### src/rtl/odtb_pkg.sv
// Shared constants, codes and the controller command type of the timer bank.
// No dependencies.
package odtb_pkg;

    // Number of on-delay timers, and as many off-delay timers (1 to 32).
    localparam int TIMERS  = 16;
    localparam int IDX_W   = (TIMERS > 1) ? $clog2(TIMERS) : 1;
    localparam int TIDX_W  = 5;
    localparam int COUNT_W = 20;
    localparam int PRESET_W = 16;

    // Division by ten through a reciprocal: exact for counts below 2**22.
    localparam int RECIP_SHIFT = 23;
    localparam logic [COUNT_W-1:0] RECIP = COUNT_W'(((1 << RECIP_SHIFT) + 9) / 10);
    localparam int PROD_W = 2 * COUNT_W;

    // Item kinds.
    localparam logic [1:0] KIND_TICK = 2'd0;
    localparam logic [1:0] KIND_ON   = 2'd1;
    localparam logic [1:0] KIND_OFF  = 2'd2;

    // Result status codes.
    localparam logic [1:0] STAT_IDLE = 2'd0;
    localparam logic [1:0] STAT_RUN  = 2'd1;
    localparam logic [1:0] STAT_DONE = 2'd2;
    localparam logic [1:0] STAT_BAD  = 2'd3;

    // Commands from the controller to the datapath.
    typedef struct packed {
        logic             load;     // capture the input word
        logic             tick;     // count down one entry pair
        logic [IDX_W-1:0] tick_idx; // entry visited by the tick sweep
        logic             eval;     // update the addressed timer
        logic             emit;     // drive the result word
    } t_cmd;

endpackage

### src/rtl/odtb_ctrl.sv
// Controller of the timer bank: sequences tick sweeps and evaluation calls.
// Depends on odtb_pkg.
module odtb_ctrl (
    input  logic                i_clk,
    input  logic                i_rst_n,
    input  logic                i_start,
    input  logic [1:0]          i_kind,
    output logic                o_busy,
    output odtb_pkg::t_cmd      o_cmd
);

    typedef enum logic [1:0] {
        S_IDLE,
        S_TICK,
        S_EVAL,
        S_EMIT
    } t_state;

    t_state                    r_state;
    logic [odtb_pkg::IDX_W-1:0] r_idx;

    // State register and the sweep index.
    always_ff @(posedge i_clk) begin
        if (!i_rst_n) begin
            r_state <= S_IDLE;
            r_idx   <= '0;
        end else begin
            case (r_state)
                S_IDLE: begin
                    r_idx <= '0;
                    if (i_start) begin
                        case (i_kind)
                            odtb_pkg::KIND_TICK: r_state <= S_TICK;
                            odtb_pkg::KIND_ON:   r_state <= S_EVAL;
                            odtb_pkg::KIND_OFF:  r_state <= S_EVAL;
                            default:             r_state <= S_IDLE;
                        endcase
                    end
                end
                S_TICK: begin
                    if (r_idx == odtb_pkg::IDX_W'(odtb_pkg::TIMERS - 1)) begin
                        r_state <= S_IDLE;
                    end else begin
                        r_idx <= r_idx + 1'b1;
                    end
                end
                S_EVAL: begin
                    r_state <= S_EMIT;
                end
                S_EMIT: begin
                    r_state <= S_IDLE;
                end
                default: begin
                    r_state <= S_IDLE;
                end
            endcase
        end
    end

    // Commands decoded from the state.
    always_comb begin
        o_cmd.load     = (r_state == S_IDLE) && i_start;
        o_cmd.tick     = (r_state == S_TICK);
        o_cmd.tick_idx = r_idx;
        o_cmd.eval     = (r_state == S_EVAL);
        o_cmd.emit     = (r_state == S_EMIT);
    end

    assign o_busy = (r_state != S_IDLE);

endmodule

### src/rtl/odtb_datapath.sv
// Datapath of the timer bank: per-timer state, count-down, evaluation and result.
// Depends on odtb_pkg.
module odtb_datapath (
    input  logic                                  i_clk,
    input  logic                                  i_rst_n,
    input  odtb_pkg::t_cmd                        i_cmd,
    input  logic [1:0]                            i_kind,
    input  logic [odtb_pkg::TIDX_W-1:0]           i_timer_index,
    input  logic                                  i_in_level,
    input  logic [odtb_pkg::PRESET_W-1:0]         i_preset,
    input  logic                                  i_reset_request,
    output logic                                  o_valid,
    output logic [1:0]                            o_status,
    output logic                                  o_timer_output,
    output logic [odtb_pkg::PRESET_W-1:0]         o_remaining
);

    localparam int N  = odtb_pkg::TIMERS;
    localparam int CW = odtb_pkg::COUNT_W;

    // Per-timer state of both banks.
    logic          r_on_run  [N];
    logic          r_on_en   [N];
    logic [CW-1:0] r_on_cnt  [N];
    logic          r_on_last [N];
    logic          r_off_run [N];
    logic          r_off_en  [N];
    logic [CW-1:0] r_off_cnt [N];
    logic          r_off_last[N];

    // Captured input word.
    logic [1:0]                     r_kind;
    logic [odtb_pkg::TIDX_W-1:0]    r_tidx;
    logic                           r_level;
    logic [odtb_pkg::PRESET_W-1:0]  r_preset;
    logic                           r_rst;

    // Evaluation results awaiting the output stage.
    logic [1:0]                     r_res_stat;
    logic                           r_res_tout;
    logic [odtb_pkg::PROD_W-1:0]    r_prod;

    // Output word.
    logic                           r_valid;
    logic [1:0]                     r_o_status;
    logic                           r_o_tout;
    logic [odtb_pkg::PRESET_W-1:0]  r_o_remaining;

    logic [odtb_pkg::IDX_W-1:0] w_eidx;
    logic [odtb_pkg::IDX_W-1:0] w_t;
    logic          w_bad;
    logic          w_is_on;
    logic          w_sel_run;
    logic          w_sel_en;
    logic [CW-1:0] w_sel_cnt;
    logic          w_sel_last;
    logic [CW-1:0] w_p10;
    logic          w_rst_path;
    logic          w_arm;
    logic          n_run;
    logic          n_en;
    logic [CW-1:0] n_cnt;
    logic          n_last;
    logic [1:0]    n_stat;
    logic          n_tout;

    assign w_eidx = r_tidx[odtb_pkg::IDX_W-1:0];
    assign w_t    = i_cmd.tick_idx;
    assign w_bad  = ({1'b0, r_tidx} >= (odtb_pkg::TIDX_W + 1)'(N));
    assign w_is_on = (r_kind == odtb_pkg::KIND_ON);

    // Preset times ten as two shifted copies.
    assign w_p10 = CW'({r_preset, 3'b000}) + CW'({r_preset, 1'b0});

    // Select the addressed timer of the addressed bank.
    always_comb begin
        if (w_is_on) begin
            w_sel_run  = r_on_run[w_eidx];
            w_sel_en   = r_on_en[w_eidx];
            w_sel_cnt  = r_on_cnt[w_eidx];
            w_sel_last = r_on_last[w_eidx];
        end else begin
            w_sel_run  = r_off_run[w_eidx];
            w_sel_en   = r_off_en[w_eidx];
            w_sel_cnt  = r_off_cnt[w_eidx];
            w_sel_last = r_off_last[w_eidx];
        end
    end

    // Evaluation: reset path, arming edge, then status of the new state.
    // The active level is high for on-delay and low for off-delay.
    always_comb begin
        w_rst_path = r_rst || (r_level != w_is_on);
        w_arm      = !w_rst_path && (w_sel_last != w_is_on);
        n_run  = w_sel_run;
        n_en   = w_sel_en;
        n_cnt  = w_sel_cnt;
        n_last = w_sel_last;
        if (w_rst_path) begin
            n_run  = 1'b0;
            n_en   = 1'b0;
            n_cnt  = w_p10;
            n_last = r_level;
        end else if (w_arm) begin
            n_run  = 1'b1;
            n_en   = 1'b1;
            n_cnt  = w_p10;
            n_last = w_is_on;
        end
        if (w_bad) begin
            n_stat = odtb_pkg::STAT_BAD;
            n_tout = 1'b0;
        end else if (!w_rst_path && n_run && (n_cnt == '0)) begin
            n_stat = odtb_pkg::STAT_DONE;
            n_tout = w_is_on;
        end else if (!w_rst_path && n_run) begin
            n_stat = odtb_pkg::STAT_RUN;
            n_tout = !w_is_on;
        end else begin
            n_stat = odtb_pkg::STAT_IDLE;
            n_tout = !w_is_on;
        end
    end

    // Timer state: reset, tick count-down of one entry pair, evaluation write.
    always_ff @(posedge i_clk) begin
        if (!i_rst_n) begin
            for (int i = 0; i < N; i++) begin
                r_on_run[i]   <= 1'b0;
                r_on_en[i]    <= 1'b0;
                r_on_cnt[i]   <= '0;
                r_on_last[i]  <= 1'b0;
                r_off_run[i]  <= 1'b0;
                r_off_en[i]   <= 1'b0;
                r_off_cnt[i]  <= '0;
                r_off_last[i] <= 1'b1;
            end
        end else if (i_cmd.tick) begin
            if (r_on_en[w_t] && (r_on_cnt[w_t] != '0)) begin
                r_on_cnt[w_t] <= r_on_cnt[w_t] - CW'(1);
                if (r_on_cnt[w_t] == CW'(1)) begin
                    r_on_en[w_t] <= 1'b0;
                end
            end
            if (r_off_en[w_t] && (r_off_cnt[w_t] != '0)) begin
                r_off_cnt[w_t] <= r_off_cnt[w_t] - CW'(1);
                if (r_off_cnt[w_t] == CW'(1)) begin
                    r_off_en[w_t] <= 1'b0;
                end
            end
        end else if (i_cmd.eval && !w_bad) begin
            if (w_is_on) begin
                r_on_run[w_eidx]  <= n_run;
                r_on_en[w_eidx]   <= n_en;
                r_on_cnt[w_eidx]  <= n_cnt;
                r_on_last[w_eidx] <= n_last;
            end else begin
                r_off_run[w_eidx]  <= n_run;
                r_off_en[w_eidx]   <= n_en;
                r_off_cnt[w_eidx]  <= n_cnt;
                r_off_last[w_eidx] <= n_last;
            end
        end
    end

    // Input word capture.
    always_ff @(posedge i_clk) begin
        if (i_cmd.load) begin
            r_kind   <= i_kind;
            r_tidx   <= i_timer_index;
            r_level  <= i_in_level;
            r_preset <= i_preset;
            r_rst    <= i_reset_request;
        end
    end

    // Status and the reciprocal product for the count divided by ten.
    always_ff @(posedge i_clk) begin
        if (i_cmd.eval) begin
            r_res_stat <= n_stat;
            r_res_tout <= n_tout;
            r_prod     <= odtb_pkg::PROD_W'(n_cnt) * odtb_pkg::PROD_W'(odtb_pkg::RECIP);
        end
    end

    // Result word: held for one cycle under the strobe.
    always_ff @(posedge i_clk) begin
        if (!i_rst_n) begin
            r_valid <= 1'b0;
        end else begin
            r_valid <= i_cmd.emit;
        end
    end

    always_ff @(posedge i_clk) begin
        if (i_cmd.emit) begin
            r_o_status <= r_res_stat;
            r_o_tout   <= r_res_tout;
            case (r_res_stat)
                odtb_pkg::STAT_RUN:
                    r_o_remaining <= r_prod[odtb_pkg::RECIP_SHIFT +: odtb_pkg::PRESET_W];
                odtb_pkg::STAT_IDLE:
                    r_o_remaining <= r_preset;
                default:
                    r_o_remaining <= '0;
            endcase
        end
    end

    assign o_valid        = r_valid;
    assign o_status       = r_o_status;
    assign o_timer_output = r_o_tout;
    assign o_remaining    = r_o_remaining;

endmodule

### src/rtl/on_off_delay_timer_bank.sv
// Top level of the on/off delay timer bank: controller plus datapath.
// Depends on odtb_pkg, odtb_ctrl and odtb_datapath.
//
// A word is taken when start is high and busy is low. A tick word keeps busy
// high through the sweep over all TIMERS entries (16 here): the sweep visits one
// on-delay and one off-delay entry per cycle with a read-modify-write. An
// evaluation word keeps busy high through the state update with the
// divide-by-ten product, then the output register, and its result appears under
// o_valid in the cycle in which busy falls. Kind three is taken, changes nothing
// and gives no result. Each result is shown for exactly one cycle and must be
// taken then; the receiver cannot stall the block.
module on_off_delay_timer_bank (
    input  logic                                  i_clk,
    input  logic                                  i_rst_n,
    input  logic                                  start,
    output logic                                  busy,
    input  logic [1:0]                            i_kind,
    input  logic [odtb_pkg::TIDX_W-1:0]           i_timer_index,
    input  logic                                  i_in_level,
    input  logic [odtb_pkg::PRESET_W-1:0]         i_preset,
    input  logic                                  i_reset_request,
    output logic                                  o_valid,
    output logic [1:0]                            o_status,
    output logic                                  o_timer_output,
    output logic [odtb_pkg::PRESET_W-1:0]         o_remaining
);

    odtb_pkg::t_cmd w_cmd;

    // Sequencer.
    odtb_ctrl u_ctrl (
        .i_clk   (i_clk),
        .i_rst_n (i_rst_n),
        .i_start (start),
        .i_kind  (i_kind),
        .o_busy  (busy),
        .o_cmd   (w_cmd)
    );

    // Timer state and result path.
    odtb_datapath u_dp (
        .i_clk           (i_clk),
        .i_rst_n         (i_rst_n),
        .i_cmd           (w_cmd),
        .i_kind          (i_kind),
        .i_timer_index   (i_timer_index),
        .i_in_level      (i_in_level),
        .i_preset        (i_preset),
        .i_reset_request (i_reset_request),
        .o_valid         (o_valid),
        .o_status        (o_status),
        .o_timer_output  (o_timer_output),
        .o_remaining     (o_remaining)
    );

endmodule

### config.mk
export PLATFORM = sky130hd
export DESIGN_NAME = on_off_delay_timer_bank
export DESIGN_NICKNAME = d
export VERILOG_FILES = /design/src/rtl/odtb_pkg.sv /design/src/rtl/odtb_ctrl.sv /design/src/rtl/odtb_datapath.sv /design/src/rtl/on_off_delay_timer_bank.sv
export SDC_FILE = /design/constraint.sdc
export NUM_CORES = 2
export LEC_CHECK = 0
export BUFFER_PORTS_ARGS = -buffer_cell sky130_fd_sc_hd__buf_2
export CAP_MARGIN = 5
export CELL_PAD_IN_SITES_DETAIL_PLACEMENT = 0
export CELL_PAD_IN_SITES_GLOBAL_PLACEMENT = 1
export CORE_MARGIN = 10
export CORE_UTILIZATION = 54
export DETAILED_ROUTE_END_ITERATION = 10
export HOLD_SLACK_MARGIN = 0.12
export PLACE_DENSITY = 0.91
export SYNTH_ARGS = -nofsm -noshare
export SYNTH_HDL_FRONTEND = slang
export SYNTH_SLANG_ARGS = --single-unit
### constraint.sdc
create_clock -name i_clk -period 9.8 [get_ports i_clk]
set_input_delay 0.49 -clock i_clk [delete_from_list [all_inputs] [get_ports i_clk]]
set_output_delay 0.49 -clock i_clk [all_outputs]
set_load 0.01 [all_outputs]
==> summary.md <==
| Metric | Value |
|---|---|
| Clk Latency, worst-skew pair | 0.71 ns |
| Layout cells sized above 1 | 0.1956 |
| Post-layout net count | around 4300 |
| Crit path time final | 9.489 ns |
| Worst Setup End Kind | register |
| Cell area after synthesis | roughly 0.050 sq mm |
| Worst-path fanout max | between 40 and 50 |
| Avg WL per Cell | 31.41 um |
| Clock root cell | clkbuf_16 |
| Final setup vio count | 0 |
| HP Class | input port to register |
| CTS max path bufs | 3 |
| Largest family of logic cells by synthesized area | multiplexers |
| Area growth syn-to-layout | 9.610% |
| Synth Area in Compound Gates | 0.04718 |
| Worst endpoint data arrival time | 9.91 ns |
| Startpoint types | register |
| Core Area | 0.09152 sq mm |
| Critical path data required time | 10.22 ns |
| Clock sink total | 814 |
| Buffers on Ports | 48 |
| Top Layer Used | met5 |
| Antenna violations before repair | 5 |
| Vias in the first global route | 35490 |
| Post-Synth Simple-Gate Area | 0.1102 |
| Setup slack at placement | -0.02220 ns |
| CTS H-Tree Depth | 3 |
| Flops & latches, synth | 814 |
| Met3 WL | 23.60 mm |
| Final WS setup | 0.3111 ns |
| All-Layer GR Usage | 0.3113 |
| Period utilization | 0.9683 |
| Synth Area in XOR/XNOR | 0.01093 |
| Worst Max-Slew Pin Slew | 1.345 ns |
| WL met1 | 53.78 mm |
| Async SR Flop Fraction | 0 |
| First-pass GRT wire length | 236.5 mm |
| Worst-path clk slew | ~0.060 ns |
| Fmax | 0.1054 GHz |
| Inserted Clock Buffers | 88 |
| Setup TNS | 0 ns |
| DRT antenna net count | 0 |
| Top FF cell, synth | edfxtp_1 |
| Starting density of the core | 0.5427 |
| Die ar. | 0.1045 sq mm |
| Synth Area in Adders | 0.1131 |
| Routability cong. | 0.9670 |
| Iter 0 DRT Violations | approximately 6000 |
| Top Ports | 49 |
| DR DRC count | 0 |
| Via density | 6.887 |
| RSZ-0062 raised after global routing | no |
| Max-slew violations | 0 |
| Yosys warns | 0 |
| Row count | 111 |
| Crit Path Category | register to register |
| Number of synthesized flops with an enable pin | 719 |
| Clk_skew | between 0.04 and 0.05 ns |
| Fin. Hold Viols | 0 |
| Die Y-Extent | 323.3 um |
| Syn nets | between 4000 and 5000 |
| Metal2 WL | between 70 and 80 mm |
| DRT Pass-1 Iters | 6 |
| Fin Hold WS | 0.1322 ns |
| Status | finished, final reports clean |
| Mux share of post-synthesis cell area | 0.2014 |
| Mapped Cells | 3904 |
| Setup Fix Bufs, Post-CTS | 0 |
| Synth Area per Inst | roughly 13 sq um |
| Worst slew margin | 0.1031 |
| Cell variety after synth | 76 |
| Register area share after synthesis | 0.4730 |
| CTS tree | done |
| Largest net degree at the start of global routing | 95 |
| DRT Wirelength | 162.4 mm |
| Die X | between 300 and 400 um |
| Routed via count | 35610 |
| Dpl hpwl | between 100 and 150 mm |
| Max Cap Violations | 0 |
| Grt ovf | 0 |
==> synth_stat cells, drive strengths merged (38+ instances only) <==
library cell | n | share of area
ha | 225 | 0.057
mux4 | 404 | 0.18
o21ai | 81 | 0.0083
edfxtp | 719 | 0.43
buf | 170 | 0.018
inv | 236 | 0.018
a21oi | 96 | 0.0097
mux2i | 79 | 0.016
nor2 | 722 | 0.055
nand3 | 109 | 0.011
xnor2 | 43 | 0.0076
nand2 | 278 | 0.021
dfxtp | 95 | 0.038
fa | 140 | 0.056
a21o | 38 | 0.0057
clkbuf | 108 | 0.0082
nor3 | 74 | 0.0077
==> per-layer routing <==
metal | GRT usage | vias to the layer above
li1 | - | 14410
met1 | 0.3866 | 17530
met2 | 0.4719 | 2976
met3 | 0.09772 | 682
met4 | 0.1962 | 10
met5 | 0 | -
==> path summary, 6_finish.rpt <==
path / start / end / slack (ns) / cells after the start
worst max register to register: register / u_dp.r_prod[32]$_DFFE_PP_ / 0.31 / 26
worst min register to register: u_dp.r_res_tout$_SDFFCE_PP0P_ / u_dp.o_timer_output$_DFFE_PP_ / 0.43 / 0
worst max-delay path: register / u_dp.r_prod[32]$_DFFE_PP_ / 0.31 / 26
worst min-delay path: start / u_ctrl.r_state[1]$_SDFFE_PN0P_ / 0.13 / 3
==> through the flow <==
step,util,instance area (sq um),cells
3_3_place_gp,0.5589,51160,4978
2_1_floorplan,-,49670,3904
6_report,0.5948,54440,5170
3_5_place_dp,0.5594,51200,4980
5_1_grt,0.5948,54440,5169
4_1_cts,0.5945,54410,5166
==> sequential cells by signal (all words and copies together), names as in the netlist, 2 cells and up, named ones only <==
signal / cells
u_dp.r_on_last: 16
u_dp.r_off_en: 16
u_ctrl.r_idx: 4
u_dp.r_on_en: 16
u_dp.r_tidx: 5
u_dp.r_on_run: 16
u_dp.r_preset: 16
u_dp.r_on_cnt: 320
u_dp.r_kind: 2
u_ctrl.r_state: 2
u_dp.r_off_cnt: 320
u_dp.o_remaining: 16
u_dp.o_status: 2
u_dp.r_prod: 16
u_dp.r_res_stat: 2
u_dp.r_off_run: 16
u_dp.r_off_last: 16
==> critical path: stages (launching register included) <==
cell       delay (ns)
dfxtp_4          0.65
buf_12           0.36
buf_4            0.46
mux4_2           0.46
mux4_2           0.50
nand2_1          0.09
a21oi_1          0.11
a21oi_1          0.80
inv_1            0.27
ha_1             0.45
fa_1             0.50
fa_1             0.54
fa_1             0.43
fa_1             0.51
fa_1             0.41
ha_1             0.28
ha_1             0.34
a21o_1           0.18
a21o_1           0.17
a21o_1           0.18
or3_1            0.36
a2111oi_0        0.31
o41ai_1          0.15
nand2_1          0.22
o211ai_1         0.18
a21oi_1          0.20
xnor2_1          0.09
==> cell usage in the layout, fill, tap and decap left out, types with 16 or more instances in the layout <==
cell / count
edfxtp_1: 719
nor2_1: 711
mux4_2: 404
nand2_1: 268
inv_1: 235
ha_1: 225
fa_1: 140
buf_4: 116
nand3_1: 107
a21oi_1: 89
dfxtp_1: 89
clkbuf_16: 89
mux2i_1: 79
nor3_1: 72
o21ai_0: 63
buf_2: 47
xnor2_1: 43
a21o_1: 38
dlygate4sd3_1: 25
a22oi_1: 23
nor2b_1: 20
xor2_1: 19
nand2b_1: 17
clkinv_1: 16
==> cells by family after synthesis <==
kind of cell,count (synthesis)
AOI/OAI and AO/OA,355
xor gates and xnor gates,62
adders and majority gates,365
buffers and inverters,516
DFF,814
muxes,493
and+or+nand+nor,1299
==> layout make-up <==
cell class                 instances  area [sq um]
sequential                       814         23520
multi-input combinational       2574         24070
clock buffer                     103          2280
fill                            6917         37080
clock inverter                    58         676.9
tap                             1186          1484
antenna                            1         2.502
inverter                         238         893.4
timing repair buffer             196          1524
==> timing repair <==
action                                  4_1_cts  5_1_grt
endpoints found under the setup margin        0       13
hold buffers                                 25        0
resized for setup                             0        3
hold endpoints to repair                     29        0
Power is left out: the tool's default activity adds up to more than one toggle a clock period on the data nets, which glitch-free logic cannot reach.
